**config.mk**
```make
export PLATFORM = sky130hd
export DESIGN_NAME = qp_nlri_tlv_parser_core_flat
export DESIGN_NICKNAME = d
export VERILOG_FILES = /design/src/rtl/qpnlri_pkg.sv /design/src/rtl/qpnlri_if.sv /design/src/rtl/qpnlri_in_stage.sv /design/src/rtl/qpnlri_parse.sv /design/src/rtl/qpnlri_out_stage.sv /design/src/rtl/qp_nlri_tlv_parser_core.sv /design/src/flat_wrapper.sv
export SDC_FILE = /design/constraint.sdc
export NUM_CORES = 1
export LEC_CHECK = 0
export ABC_CLOCK_PERIOD_IN_PS = 20400
export BUFFER_PORTS_ARGS = -buffer_cell sky130_fd_sc_hd__buf_4
export CORE_ASPECT_RATIO = 0.6
export CORE_MARGIN = 4
export CORE_UTILIZATION = 40
export CTS_CLUSTER_DIAMETER = 60
export DETAILED_ROUTE_END_ITERATION = 12
export GPL_TIMING_DRIVEN = 0
export PLACE_DENSITY = 0.69
export SYNTH_ARGS = -nofsm -noshare
export SYNTH_HDL_FRONTEND = slang
export SYNTH_SLANG_ARGS = --single-unit
export TNS_END_PERCENT = 30
```
**constraint.sdc**
```tcl
create_clock -name clk -period 20.4 [get_ports clk]
set_clock_uncertainty 0.15 [all_clocks]
set_input_delay 6.12 -clock clk [delete_from_list [all_inputs] [get_ports clk]]
set_output_delay 6.12 -clock clk [all_outputs]
set_load 0.02 [all_outputs]
```
**src/rtl/qpnlri_pkg.sv**
```systemverilog
// qpnlri_pkg: shared widths, codes and transaction types of the qp nlri tlv parser
// no dependencies; used by every other rtl file of the block
package qpnlri_pkg;

  localparam int BYTE_W       = 8;
  localparam int MAX_QP_BITS  = 24;
  localparam int QP_W         = 24;
  localparam int QPLEN_W      = 5;
  localparam int PFX_W        = 32;
  localparam int PFXLEN_W     = 6;
  localparam int PFX_MAX_BITS = 32;
  localparam int STATUS_W     = 2;
  localparam int CFG_IDX_W    = 1;

  // configuration register indexes
  localparam logic [CFG_IDX_W-1:0] CFG_DQPN_TYPE   = 1'd0;
  localparam logic [CFG_IDX_W-1:0] CFG_PREFIX_TYPE = 1'd1;

  localparam logic [BYTE_W-1:0] DQPN_TYPE_RST   = 8'd1;
  localparam logic [BYTE_W-1:0] PREFIX_TYPE_RST = 8'd2;

  typedef enum logic [STATUS_W-1:0] {
    ST_OK        = 2'd0,
    ST_FORMAT    = 2'd1,
    ST_TRUNCATED = 2'd2
  } status_t;

  typedef struct packed {
    logic [BYTE_W-1:0] dqpn_type;
    logic [BYTE_W-1:0] prefix_type;
  } cfg_t;

  typedef struct packed {
    logic [BYTE_W-1:0] data_byte;
    logic              block_end;
  } in_item_t;

  typedef struct packed {
    status_t             status;
    logic [QP_W-1:0]     qp_number;
    logic [QPLEN_W-1:0]  qp_bits;
    logic [PFX_W-1:0]    prefix_addr;
    logic [PFXLEN_W-1:0] prefix_bits;
    logic                last_of_block;
  } res_t;

endpackage

```
**src/rtl/qpnlri_if.sv**
```systemverilog
// qpnlri_in_if / qpnlri_out_if: valid/ready channels for raw bytes and parse results
// depends on qpnlri_pkg for field widths
interface qpnlri_in_if;
  logic                         valid;
  logic                         ready;
  logic [qpnlri_pkg::BYTE_W-1:0] data_byte;
  logic                         block_end;

  modport source (output valid, output data_byte, output block_end, input ready);
  modport sink (input valid, input data_byte, input block_end, output ready);
endinterface

interface qpnlri_out_if;
  logic                            valid;
  logic                            ready;
  logic [qpnlri_pkg::STATUS_W-1:0] status;
  logic [qpnlri_pkg::QP_W-1:0]     qp_number;
  logic [qpnlri_pkg::QPLEN_W-1:0]  qp_bits;
  logic [qpnlri_pkg::PFX_W-1:0]    prefix_addr;
  logic [qpnlri_pkg::PFXLEN_W-1:0] prefix_bits;
  logic                            last_of_block;

  modport source (output valid, output status, output qp_number, output qp_bits,
                  output prefix_addr, output prefix_bits, output last_of_block,
                  input ready);
  modport sink (input valid, input status, input qp_number, input qp_bits,
                input prefix_addr, input prefix_bits, input last_of_block,
                output ready);
endinterface

```
**src/rtl/qpnlri_in_stage.sv**
```systemverilog
// qpnlri_in_stage: input register holding one byte transaction for the parser
// depends on qpnlri_pkg and qpnlri_in_if
module qpnlri_in_stage (
  input  logic                 clk,
  input  logic                 rst,
  qpnlri_in_if.sink            src,
  input  logic                 advance,
  output logic                 item_valid,
  output qpnlri_pkg::in_item_t item
);
  import qpnlri_pkg::*;

  logic take;

  // slot frees up when the parser consumes the held byte
  assign src.ready = !item_valid || advance;
  assign take      = src.valid && src.ready;

  always_ff @(posedge clk) begin
    if (rst) begin
      item_valid <= 1'b0;
    end else if (src.ready) begin
      item_valid <= src.valid;
    end
  end

  always_ff @(posedge clk) begin
    if (take) begin
      item.data_byte <= src.data_byte;
      item.block_end <= src.block_end;
    end
  end

endmodule

```
**src/rtl/qpnlri_parse.sv**
```systemverilog
// qpnlri_parse: per-byte tlv parse state and next-state/result logic
// depends on qpnlri_pkg
module qpnlri_parse (
  input  logic                 clk,
  input  logic                 rst,
  input  logic                 advance,
  input  logic                 item_valid,
  input  qpnlri_pkg::in_item_t item,
  input  qpnlri_pkg::cfg_t     cfg,
  output logic                 res_valid,
  output qpnlri_pkg::res_t     res
);
  import qpnlri_pkg::*;

  typedef enum logic [5:0] {
    PH_LEN    = 6'b000001,
    PH_TYPE   = 6'b000010,
    PH_TLEN   = 6'b000100,
    PH_QPVAL  = 6'b001000,
    PH_PFXVAL = 6'b010000,
    PH_SKIP   = 6'b100000
  } phase_t;

  typedef struct packed {
    phase_t              phase;
    logic [BYTE_W-1:0]   entry_left;
    logic [BYTE_W-1:0]   tlv_kind;
    logic [BYTE_W-1:0]   tlv_left;
    logic [QPLEN_W-1:0]  tlv_bits;
    logic [1:0]          byte_slot;
    logic [QP_W-1:0]     qp_accum;
    logic [QPLEN_W-1:0]  qp_len;
    logic [PFX_W-1:0]    prefix;
    logic [PFXLEN_W-1:0] pfx_len;
    logic                seen_qp;
    logic                seen_prefix;
    logic                stopped;
  } pstate_t;

  localparam pstate_t PSTATE_RST = '{
    phase: PH_LEN, entry_left: '0, tlv_kind: '0, tlv_left: '0, tlv_bits: '0,
    byte_slot: '0, qp_accum: '0, qp_len: '0, prefix: '0, pfx_len: '0,
    seen_qp: 1'b0, seen_prefix: 1'b0, stopped: 1'b0
  };

  pstate_t           cur;
  pstate_t           cur_next;
  logic [BYTE_W-1:0] b;
  logic [BYTE_W-1:0] entry_dec;
  logic [BYTE_W-1:0] tlv_dec;
  logic [BYTE_W:0]   val_bytes;
  logic [QP_W-1:0]   qp_shifted;
  logic [QP_W-1:0]   qp_high;
  logic              fmt_err;
  logic              tlv_end;
  logic              emit;
  status_t           code;

  assign b          = item.data_byte;
  assign entry_dec  = cur.entry_left - 8'd1;
  assign tlv_dec    = cur.tlv_left - 8'd1;
  assign val_bytes  = ({1'b0, b} + 9'd7) >> 3;
  assign qp_shifted = {cur.qp_accum[QP_W-BYTE_W-1:0], b};
  // bits at and above the declared length
  assign qp_high    = qp_shifted & ~((QP_W'(1) << cur.tlv_bits) - QP_W'(1));

  always_comb begin
    cur_next = cur;
    fmt_err  = 1'b0;
    tlv_end  = 1'b0;
    emit     = 1'b0;
    code     = ST_OK;

    if (!cur.stopped) begin
      unique case (cur.phase)
        PH_LEN: begin
          cur_next.qp_accum    = '0;
          cur_next.qp_len      = '0;
          cur_next.prefix      = '0;
          cur_next.pfx_len     = '0;
          cur_next.seen_qp     = 1'b0;
          cur_next.seen_prefix = 1'b0;
          cur_next.entry_left  = b;
          if (b == '0) begin
            fmt_err = 1'b1;
          end else begin
            cur_next.phase = PH_TYPE;
          end
        end
        PH_TYPE: begin
          if (cur.entry_left < 8'd2) begin
            fmt_err = 1'b1;
          end else begin
            cur_next.tlv_kind   = b;
            cur_next.entry_left = entry_dec;
            cur_next.phase      = PH_TLEN;
          end
        end
        PH_TLEN: begin
          cur_next.entry_left = entry_dec;
          if (cur.tlv_kind == cfg.dqpn_type) begin
            if (b == '0 || b > BYTE_W'(MAX_QP_BITS) || val_bytes > {1'b0, entry_dec}) begin
              fmt_err = 1'b1;
            end else begin
              cur_next.tlv_bits = b[QPLEN_W-1:0];
              cur_next.tlv_left = val_bytes[BYTE_W-1:0];
              cur_next.qp_accum = '0;
              cur_next.phase    = PH_QPVAL;
            end
          end else if (cur.tlv_kind == cfg.prefix_type) begin
            if (b > BYTE_W'(PFX_MAX_BITS) || val_bytes > {1'b0, entry_dec}) begin
              fmt_err = 1'b1;
            end else begin
              cur_next.pfx_len     = b[PFXLEN_W-1:0];
              cur_next.seen_prefix = 1'b1;
              cur_next.byte_slot   = '0;
              cur_next.tlv_left    = val_bytes[BYTE_W-1:0];
              if (val_bytes == '0) begin
                tlv_end = 1'b1;
              end else begin
                cur_next.phase = PH_PFXVAL;
              end
            end
          end else begin
            if (b > entry_dec) begin
              fmt_err = 1'b1;
            end else begin
              cur_next.tlv_left = b;
              if (b == '0) begin
                tlv_end = 1'b1;
              end else begin
                cur_next.phase = PH_SKIP;
              end
            end
          end
        end
        PH_QPVAL: begin
          cur_next.entry_left = entry_dec;
          cur_next.tlv_left   = tlv_dec;
          cur_next.qp_accum   = qp_shifted;
          if (tlv_dec == '0) begin
            if (cur.tlv_bits < QPLEN_W'(MAX_QP_BITS) && qp_high != '0) begin
              fmt_err = 1'b1;
            end else begin
              cur_next.qp_len  = cur.tlv_bits;
              cur_next.seen_qp = 1'b1;
              tlv_end          = 1'b1;
            end
          end
        end
        PH_PFXVAL: begin
          cur_next.entry_left = entry_dec;
          cur_next.tlv_left   = tlv_dec;
          // slot 0 lands in the top byte of the address
          for (int k = 0; k < 4; k++) begin
            if (cur.byte_slot == 2'(k)) begin
              cur_next.prefix[PFX_W-BYTE_W-BYTE_W*k +: BYTE_W] = b;
            end
          end
          cur_next.byte_slot = cur.byte_slot + 2'd1;
          if (tlv_dec == '0) begin
            tlv_end = 1'b1;
          end
        end
        PH_SKIP: begin
          cur_next.entry_left = entry_dec;
          cur_next.tlv_left   = tlv_dec;
          if (tlv_dec == '0) begin
            tlv_end = 1'b1;
          end
        end
        default: begin
          fmt_err = 1'b1;
        end
      endcase

      if (fmt_err) begin
        emit             = 1'b1;
        code             = ST_FORMAT;
        cur_next.stopped = 1'b1;
      end else if (tlv_end) begin
        if (cur_next.entry_left == '0) begin
          cur_next.phase = PH_LEN;
          emit           = 1'b1;
          if (cur_next.seen_qp && cur_next.seen_prefix) begin
            code = ST_OK;
          end else begin
            code             = ST_FORMAT;
            cur_next.stopped = 1'b1;
          end
        end else begin
          cur_next.phase = PH_TYPE;
        end
      end
    end

    // block ended part way through an entry
    if (item.block_end && !emit && !cur_next.stopped && cur_next.phase != PH_LEN) begin
      emit = 1'b1;
      code = ST_TRUNCATED;
    end

    res.status        = code;
    res.last_of_block = item.block_end;
    if (code == ST_OK) begin
      res.qp_number   = cur_next.qp_accum;
      res.qp_bits     = cur_next.qp_len;
      res.prefix_addr = cur_next.prefix;
      res.prefix_bits = cur_next.pfx_len;
    end else begin
      res.qp_number   = '0;
      res.qp_bits     = '0;
      res.prefix_addr = '0;
      res.prefix_bits = '0;
    end

    if (item.block_end) begin
      cur_next = PSTATE_RST;
    end
  end

  assign res_valid = item_valid && emit;

  always_ff @(posedge clk) begin
    if (rst) begin
      cur <= PSTATE_RST;
    end else if (advance) begin
      cur <= cur_next;
    end
  end

endmodule

```
**src/rtl/qpnlri_out_stage.sv**
```systemverilog
// qpnlri_out_stage: result register with a skid entry, drives the result channel
// depends on qpnlri_pkg and qpnlri_out_if
module qpnlri_out_stage (
  input  logic             clk,
  input  logic             rst,
  input  logic             push,
  input  qpnlri_pkg::res_t push_res,
  output logic             can_take,
  qpnlri_out_if.source     dst
);
  import qpnlri_pkg::*;

  logic main_valid;
  logic skid_valid;
  res_t main_res;
  res_t skid_res;
  logic pop;
  logic load_main;

  assign can_take  = !skid_valid;
  assign pop       = main_valid && dst.ready;
  assign load_main = !main_valid || pop;

  always_ff @(posedge clk) begin
    if (rst) begin
      main_valid <= 1'b0;
      skid_valid <= 1'b0;
    end else if (load_main) begin
      main_valid <= skid_valid || push;
      skid_valid <= 1'b0;
    end else if (push) begin
      skid_valid <= 1'b1;
    end
  end

  always_ff @(posedge clk) begin
    if (load_main) begin
      main_res <= skid_valid ? skid_res : push_res;
    end else if (push) begin
      skid_res <= push_res;
    end
  end

  assign dst.valid         = main_valid;
  assign dst.status        = main_res.status;
  assign dst.qp_number     = main_res.qp_number;
  assign dst.qp_bits       = main_res.qp_bits;
  assign dst.prefix_addr   = main_res.prefix_addr;
  assign dst.prefix_bits   = main_res.prefix_bits;
  assign dst.last_of_block = main_res.last_of_block;

endmodule

```
**src/rtl/qp_nlri_tlv_parser_core.sv**
```systemverilog
// qp_nlri_tlv_parser_core: top level of the ipv4 qp nlri tlv parser
// depends on qpnlri_pkg, qpnlri_if, qpnlri_in_stage, qpnlri_parse, qpnlri_out_stage
//
// usage:
//   byte_in carries one raw byte of the nlri block per transaction, with
//   block_end set on the final byte. result carries at most one transaction
//   per input byte: an entry (status ok), a format error (sent once, then the
//   rest of the block is dropped) or a truncation at block end.
//   wr_en/wr_index/wr_data write the dqpn and prefix tlv type codes; write
//   them only while the parser is idle.
// timing:
//   one byte per cycle sustained while result is not stalled. a result reaches
//   result by way of the input register, which holds its byte, and then the
//   result register, which the parse logic writes.
// reset:
//   rst (synchronous) empties both registers, returns the parser to the
//   entry length byte and loads type codes 1 (dqpn) and 2 (prefix).
// stalls:
//   while result is stalled the output register and its skid entry fill,
//   after which the input register holds and byte_in.ready drops. nothing
//   is lost or repeated.
module qp_nlri_tlv_parser_core (
  input  logic                                  clk,
  input  logic                                  rst,
  qpnlri_in_if.sink                             byte_in,
  qpnlri_out_if.source                          result,
  input  logic                                  wr_en,
  input  logic [qpnlri_pkg::CFG_IDX_W-1:0]      wr_index,
  input  logic [qpnlri_pkg::BYTE_W-1:0]         wr_data
);
  import qpnlri_pkg::*;

  cfg_t     cfg;
  logic     item_valid;
  in_item_t item;
  logic     advance;
  logic     out_can_take;
  logic     res_valid;
  res_t     res;

  always_ff @(posedge clk) begin
    if (rst) begin
      cfg.dqpn_type   <= DQPN_TYPE_RST;
      cfg.prefix_type <= PREFIX_TYPE_RST;
    end else if (wr_en) begin
      unique case (wr_index)
        CFG_DQPN_TYPE:   cfg.dqpn_type   <= wr_data;
        CFG_PREFIX_TYPE: cfg.prefix_type <= wr_data;
        default: ;
      endcase
    end
  end

  assign advance = item_valid && out_can_take;

  qpnlri_in_stage u_in_stage (
    .clk        (clk),
    .rst        (rst),
    .src        (byte_in),
    .advance    (advance),
    .item_valid (item_valid),
    .item       (item)
  );

  qpnlri_parse u_parse (
    .clk        (clk),
    .rst        (rst),
    .advance    (advance),
    .item_valid (item_valid),
    .item       (item),
    .cfg        (cfg),
    .res_valid  (res_valid),
    .res        (res)
  );

  qpnlri_out_stage u_out_stage (
    .clk      (clk),
    .rst      (rst),
    .push     (advance && res_valid),
    .push_res (res),
    .can_take (out_can_take),
    .dst      (result)
  );

endmodule

```
**src/flat_wrapper.sv**
```systemverilog
// flat-port wrapper written by rule: the top's interface ports become plain ports
module qp_nlri_tlv_parser_core_flat import qpnlri_pkg::*;
  (clk, rst, wr_en, wr_index, wr_data, byte_in_valid, byte_in_data_byte, byte_in_block_end, byte_in_ready, result_valid, result_status, result_qp_number, result_qp_bits, result_prefix_addr, result_prefix_bits, result_last_of_block, result_ready);
  qpnlri_in_if byte_in_i ();
  qpnlri_out_if result_i ();
  input  logic clk;
  input  logic rst;
  input  logic wr_en;
  input  logic [qpnlri_pkg::CFG_IDX_W-1:0] wr_index;
  input  logic [qpnlri_pkg::BYTE_W-1:0] wr_data;
  input wire logic [$bits(byte_in_i.valid)-1:0] byte_in_valid;
  input wire logic [$bits(byte_in_i.data_byte)-1:0] byte_in_data_byte;
  input wire logic [$bits(byte_in_i.block_end)-1:0] byte_in_block_end;
  output wire logic [$bits(byte_in_i.ready)-1:0] byte_in_ready;
  output wire logic [$bits(result_i.valid)-1:0] result_valid;
  output wire logic [$bits(result_i.status)-1:0] result_status;
  output wire logic [$bits(result_i.qp_number)-1:0] result_qp_number;
  output wire logic [$bits(result_i.qp_bits)-1:0] result_qp_bits;
  output wire logic [$bits(result_i.prefix_addr)-1:0] result_prefix_addr;
  output wire logic [$bits(result_i.prefix_bits)-1:0] result_prefix_bits;
  output wire logic [$bits(result_i.last_of_block)-1:0] result_last_of_block;
  input wire logic [$bits(result_i.ready)-1:0] result_ready;
  assign byte_in_i.valid = byte_in_valid;
  assign byte_in_i.data_byte = byte_in_data_byte;
  assign byte_in_i.block_end = byte_in_block_end;
  assign byte_in_ready = byte_in_i.ready;
  assign result_valid = result_i.valid;
  assign result_status = result_i.status;
  assign result_qp_number = result_i.qp_number;
  assign result_qp_bits = result_i.qp_bits;
  assign result_prefix_addr = result_i.prefix_addr;
  assign result_prefix_bits = result_i.prefix_bits;
  assign result_last_of_block = result_i.last_of_block;
  assign result_i.ready = result_ready;
  qp_nlri_tlv_parser_core u_core (.clk(clk), .rst(rst), .byte_in(byte_in_i), .result(result_i), .wr_en(wr_en), .wr_index(wr_index), .wr_data(wr_data));
endmodule
```
==> results.json <==
{
  "synth_top_area_share_pct": 32.3,
  "die_w_um": 248,
  "ys_ff_latch": 275,
  "clock_latency_ns": 0.57,
  "criticalPathCategory": "reg2out",
  "ant_nets": 0,
  "die_y_um": 152,
  "grt_use_met3_pct": 6.00,
  "fill_cells": 3221,
  "rsz0062_at_grt": "no",
  "synth_area_leaders": "edfxtp_1 32%, dfxtp_1 18%, a21oi_1 11%, nor2_1 7.1%, a22oi_1 4.0%",
  "hold_path.class": "reg2reg",
  "p_leak_nw": 5.93,
  "post_cts_resized": 0,
  "multi_input_area_um2": 6220,
  "grtUsageMet1_pct": 33.3,
  "syn_avg_cell_area_um2": 9.00,
  "cts_tree": "built",
  "grt_max_degree": 72,
  "cts_buffers": 29,
  "fin_ws_ns": 11.57,
  "r2r_slack_ns": 13.99,
  "grt_usage_pct": 21.7,
  "layout.area.seq_um2": 7000,
  "htreeDepth": 1,
  "cts.sinks": 275,
  "cts.clk_slew.worst_paths_ns": 0.06,
  "drc": 0,
  "place_ws_ns": 11.34,
  "portBuffers": 93,
  "worstMarginPinSlew_ns": 1.14,
  "fin_area_um2": 16200,
  "initial_core_util_pct": 40.8,
  "cts-root-buf": "clkbuf_16",
  "place_hpwl_um": 30900,
  "grtUsageMet2_pct": 31.1,
  "p_per_area_nw_per_um2": 78.7,
  "period_share_pct": 43.3,
  "slew_headroom_pct": 23.8,
  "async_reset_ff_share_pct": 0,
  "hold_violations": 0,
  "synth_cells": 1541,
  "synth_edf_count": 149,
  "netlist_top_cells_count": "305 x a21oi_1, 262 x nor2_1, 149 x edfxtp_1",
  "antenna_cells": 0,
  "area_delta_synth_final_pct": 16.5,
  "layout-drive-gt1-share_pct": 10.8,
  "coreArea_um2": 34000,
  "finalCriticalPeriod_ns": 8.83,
  "antenna_found_initial": 0,
  "nNetsFinal": 1722,
  "synth.distinct_cells": 80,
  "hold_buffers": 0,
  "switching_share_pct": 27.3,
  "cp.arrival_ns": 2.56,
  "via_per_inst": 5.83,
  "via_count": 12600,
  "cp-start-kind": "flop",
  "max_freq_mhz": 113,
  "status": "completed",
  "vdd_drop_max_v": 0.0000565,
  "required_ns": 14.13,
  "synth-seq-area-share_pct": 50.5,
  "grt_pass1_vias": 11600,
  "first_iter_violations": 1404,
  "cts_setup_buffers": 0,
  "p_int_w": 0.000924,
  "num_rows": 52,
  "pwr-share-clk_pct": 40.1,
  "endpoint_kind": "output pin",
  "syn_area_um2": 13900,
  "clockBufferDepth": 3,
  "setup_viol": 0,
  "p_sw_w": 0.000347,
  "max-cap-violations": 0,
  "slew_viol_final": 0,
  "worst-path-max-fanout": 10,
  "die_area_um2": 37800,
  "power_frac_comb_pct": 12.8,
  "grt_overflow": 0,
  "placed_area_um2": 15200,
  "globalplace.congestion": 1.00,
  "syn_nets": 1586,
  "io_pins": 95,
  "wire_per_inst_um": 19.7,
  "busiest_layer": "met1",
  "wl_um": 42600,
  "synth_top_area_cell": "edfxtp_1",
  "p_seq_share_pct": 47.0,
  "drtPass1Iterations": 5,
  "grt_first_pass_wirelength_um": 66000,
  "yosysMostFrequentCell": "a21oi_1",
  "hold-worst-slack_ns": 0.312,
  "finalSetupTns_ns": 0,
  "synthFlopType": "edfxtp_1",
  "synth_warnings": 0
}
sequential cells by signal (all words and copies together), names as in the netlist:
name                                  flops
u_core.u_out_stage.dst.qp_bits            5
u_core.u_out_stage.dst.valid              1
u_core.u_in_stage.item_valid              1
u_core.u_out_stage.dst.status             2
u_core.u_in_stage.item                    9
u_core.u_out_stage.dst.prefix_bits        6
u_core.cfg                               16
u_core.u_out_stage.dst.qp_number         24
u_core.u_out_stage.skid_valid             1
u_core.u_out_stage.skid_res              70
u_core.u_parse.cur                      107
u_core.u_out_stage.dst.last_of_block      1
u_core.u_out_stage.dst.prefix_addr       32
through the flow:
stage	utilization, %	power, W	instances
floorplan	-	0.000713	1541
global placement	44.6	0.000766	2093
detailed placement	44.9	0.000768	2105
CTS	47.6	0.00127	2159
global route	47.6	0.00132	2159
finish	47.6	0.00127	2159
final timing paths:
path / endpoint / start / cells after the start
setup / recovery: byte_in_ready / u_core.u_out_stage.skid_valid / 4
hold / removal: u_core.u_out_stage.skid_res[0] / u_core.u_in_stage.item[0] / 0
setup reg to reg: u_core.u_out_stage.skid_res[61] / u_core.u_parse.cur[72] / 19
hold reg to reg: u_core.u_out_stage.skid_res[0] / u_core.u_in_stage.item[0] / 0
per-layer routing:
metal	up-vias	wire length [µm]
met5	-	0
met4	0	694
met3	62	4500
met2	617	17700
met1	6052	19800
li1	5859	-
cell usage in the layout, fill, tap and decap left out, drive strengths merged, types with 17 or more instances in the layout:
cell type and count:
edfxtp 149, dfxtp 126, mux2i 19, clkbuf 143, a21oi 305, inv 34, nor3 30, nand3 18
o21ai 34, a22oi 73, xnor2 17, nand2 116, nor2 262, buf 133, ha 22
cell type report:
| cell class | count | area share (%) |
|---|---|---|
| well taps | 459 | 3.56 |
| plain buffers | 128 | 3.34 |
| flip-flops and latches | 275 | 43.3 |
| clock buffers | 43 | 5.08 |
| multi-input cells | 1107 | 38.5 |
| repair buffers | 105 | 4.96 |
| inverters | 31 | 0.736 |
| clock inverters | 11 | 0.519 |
power by group through the flow:
stage / clock [W] / combinational, W / sequential, W
CTS: 0.000517 / 0.000159 / 0.000598
detailed placement: 0 / 0.000158 / 0.000610
finish: 0.000510 / 0.000163 / 0.000598
floorplan: 0 / 0.0000978 / 0.000615
global placement: 0 / 0.000155 / 0.000611
global route: 0.000541 / 0.000175 / 0.000599
worst max-delay path: stages, from the launching register on:
cell	delay (ns)
dfxtp_1	0.31
clkbuf_1	0.56
clkbuf_1	0.63
nand2_1	0.26
buf_4	0.22
cells by family (layout without fill, tap and decap cells):
kind of cell | count (synthesis) | count (layout) | share of synthesized area (%)
muxes | 20 | 20 | 1.54
and+or+nand+nor | 523 | 523 | 17.2
buffers and inverters | 159 | 318 | 4.73
xor gates and xnor gates | 32 | 32 | 2.02
DFF | 275 | 275 | 50.5
AOI/OAI and AO/OA | 510 | 510 | 22.1
adders and majority gates | 22 | 22 | 1.99
No activity file was read; power rests on OpenSTA's default activity.
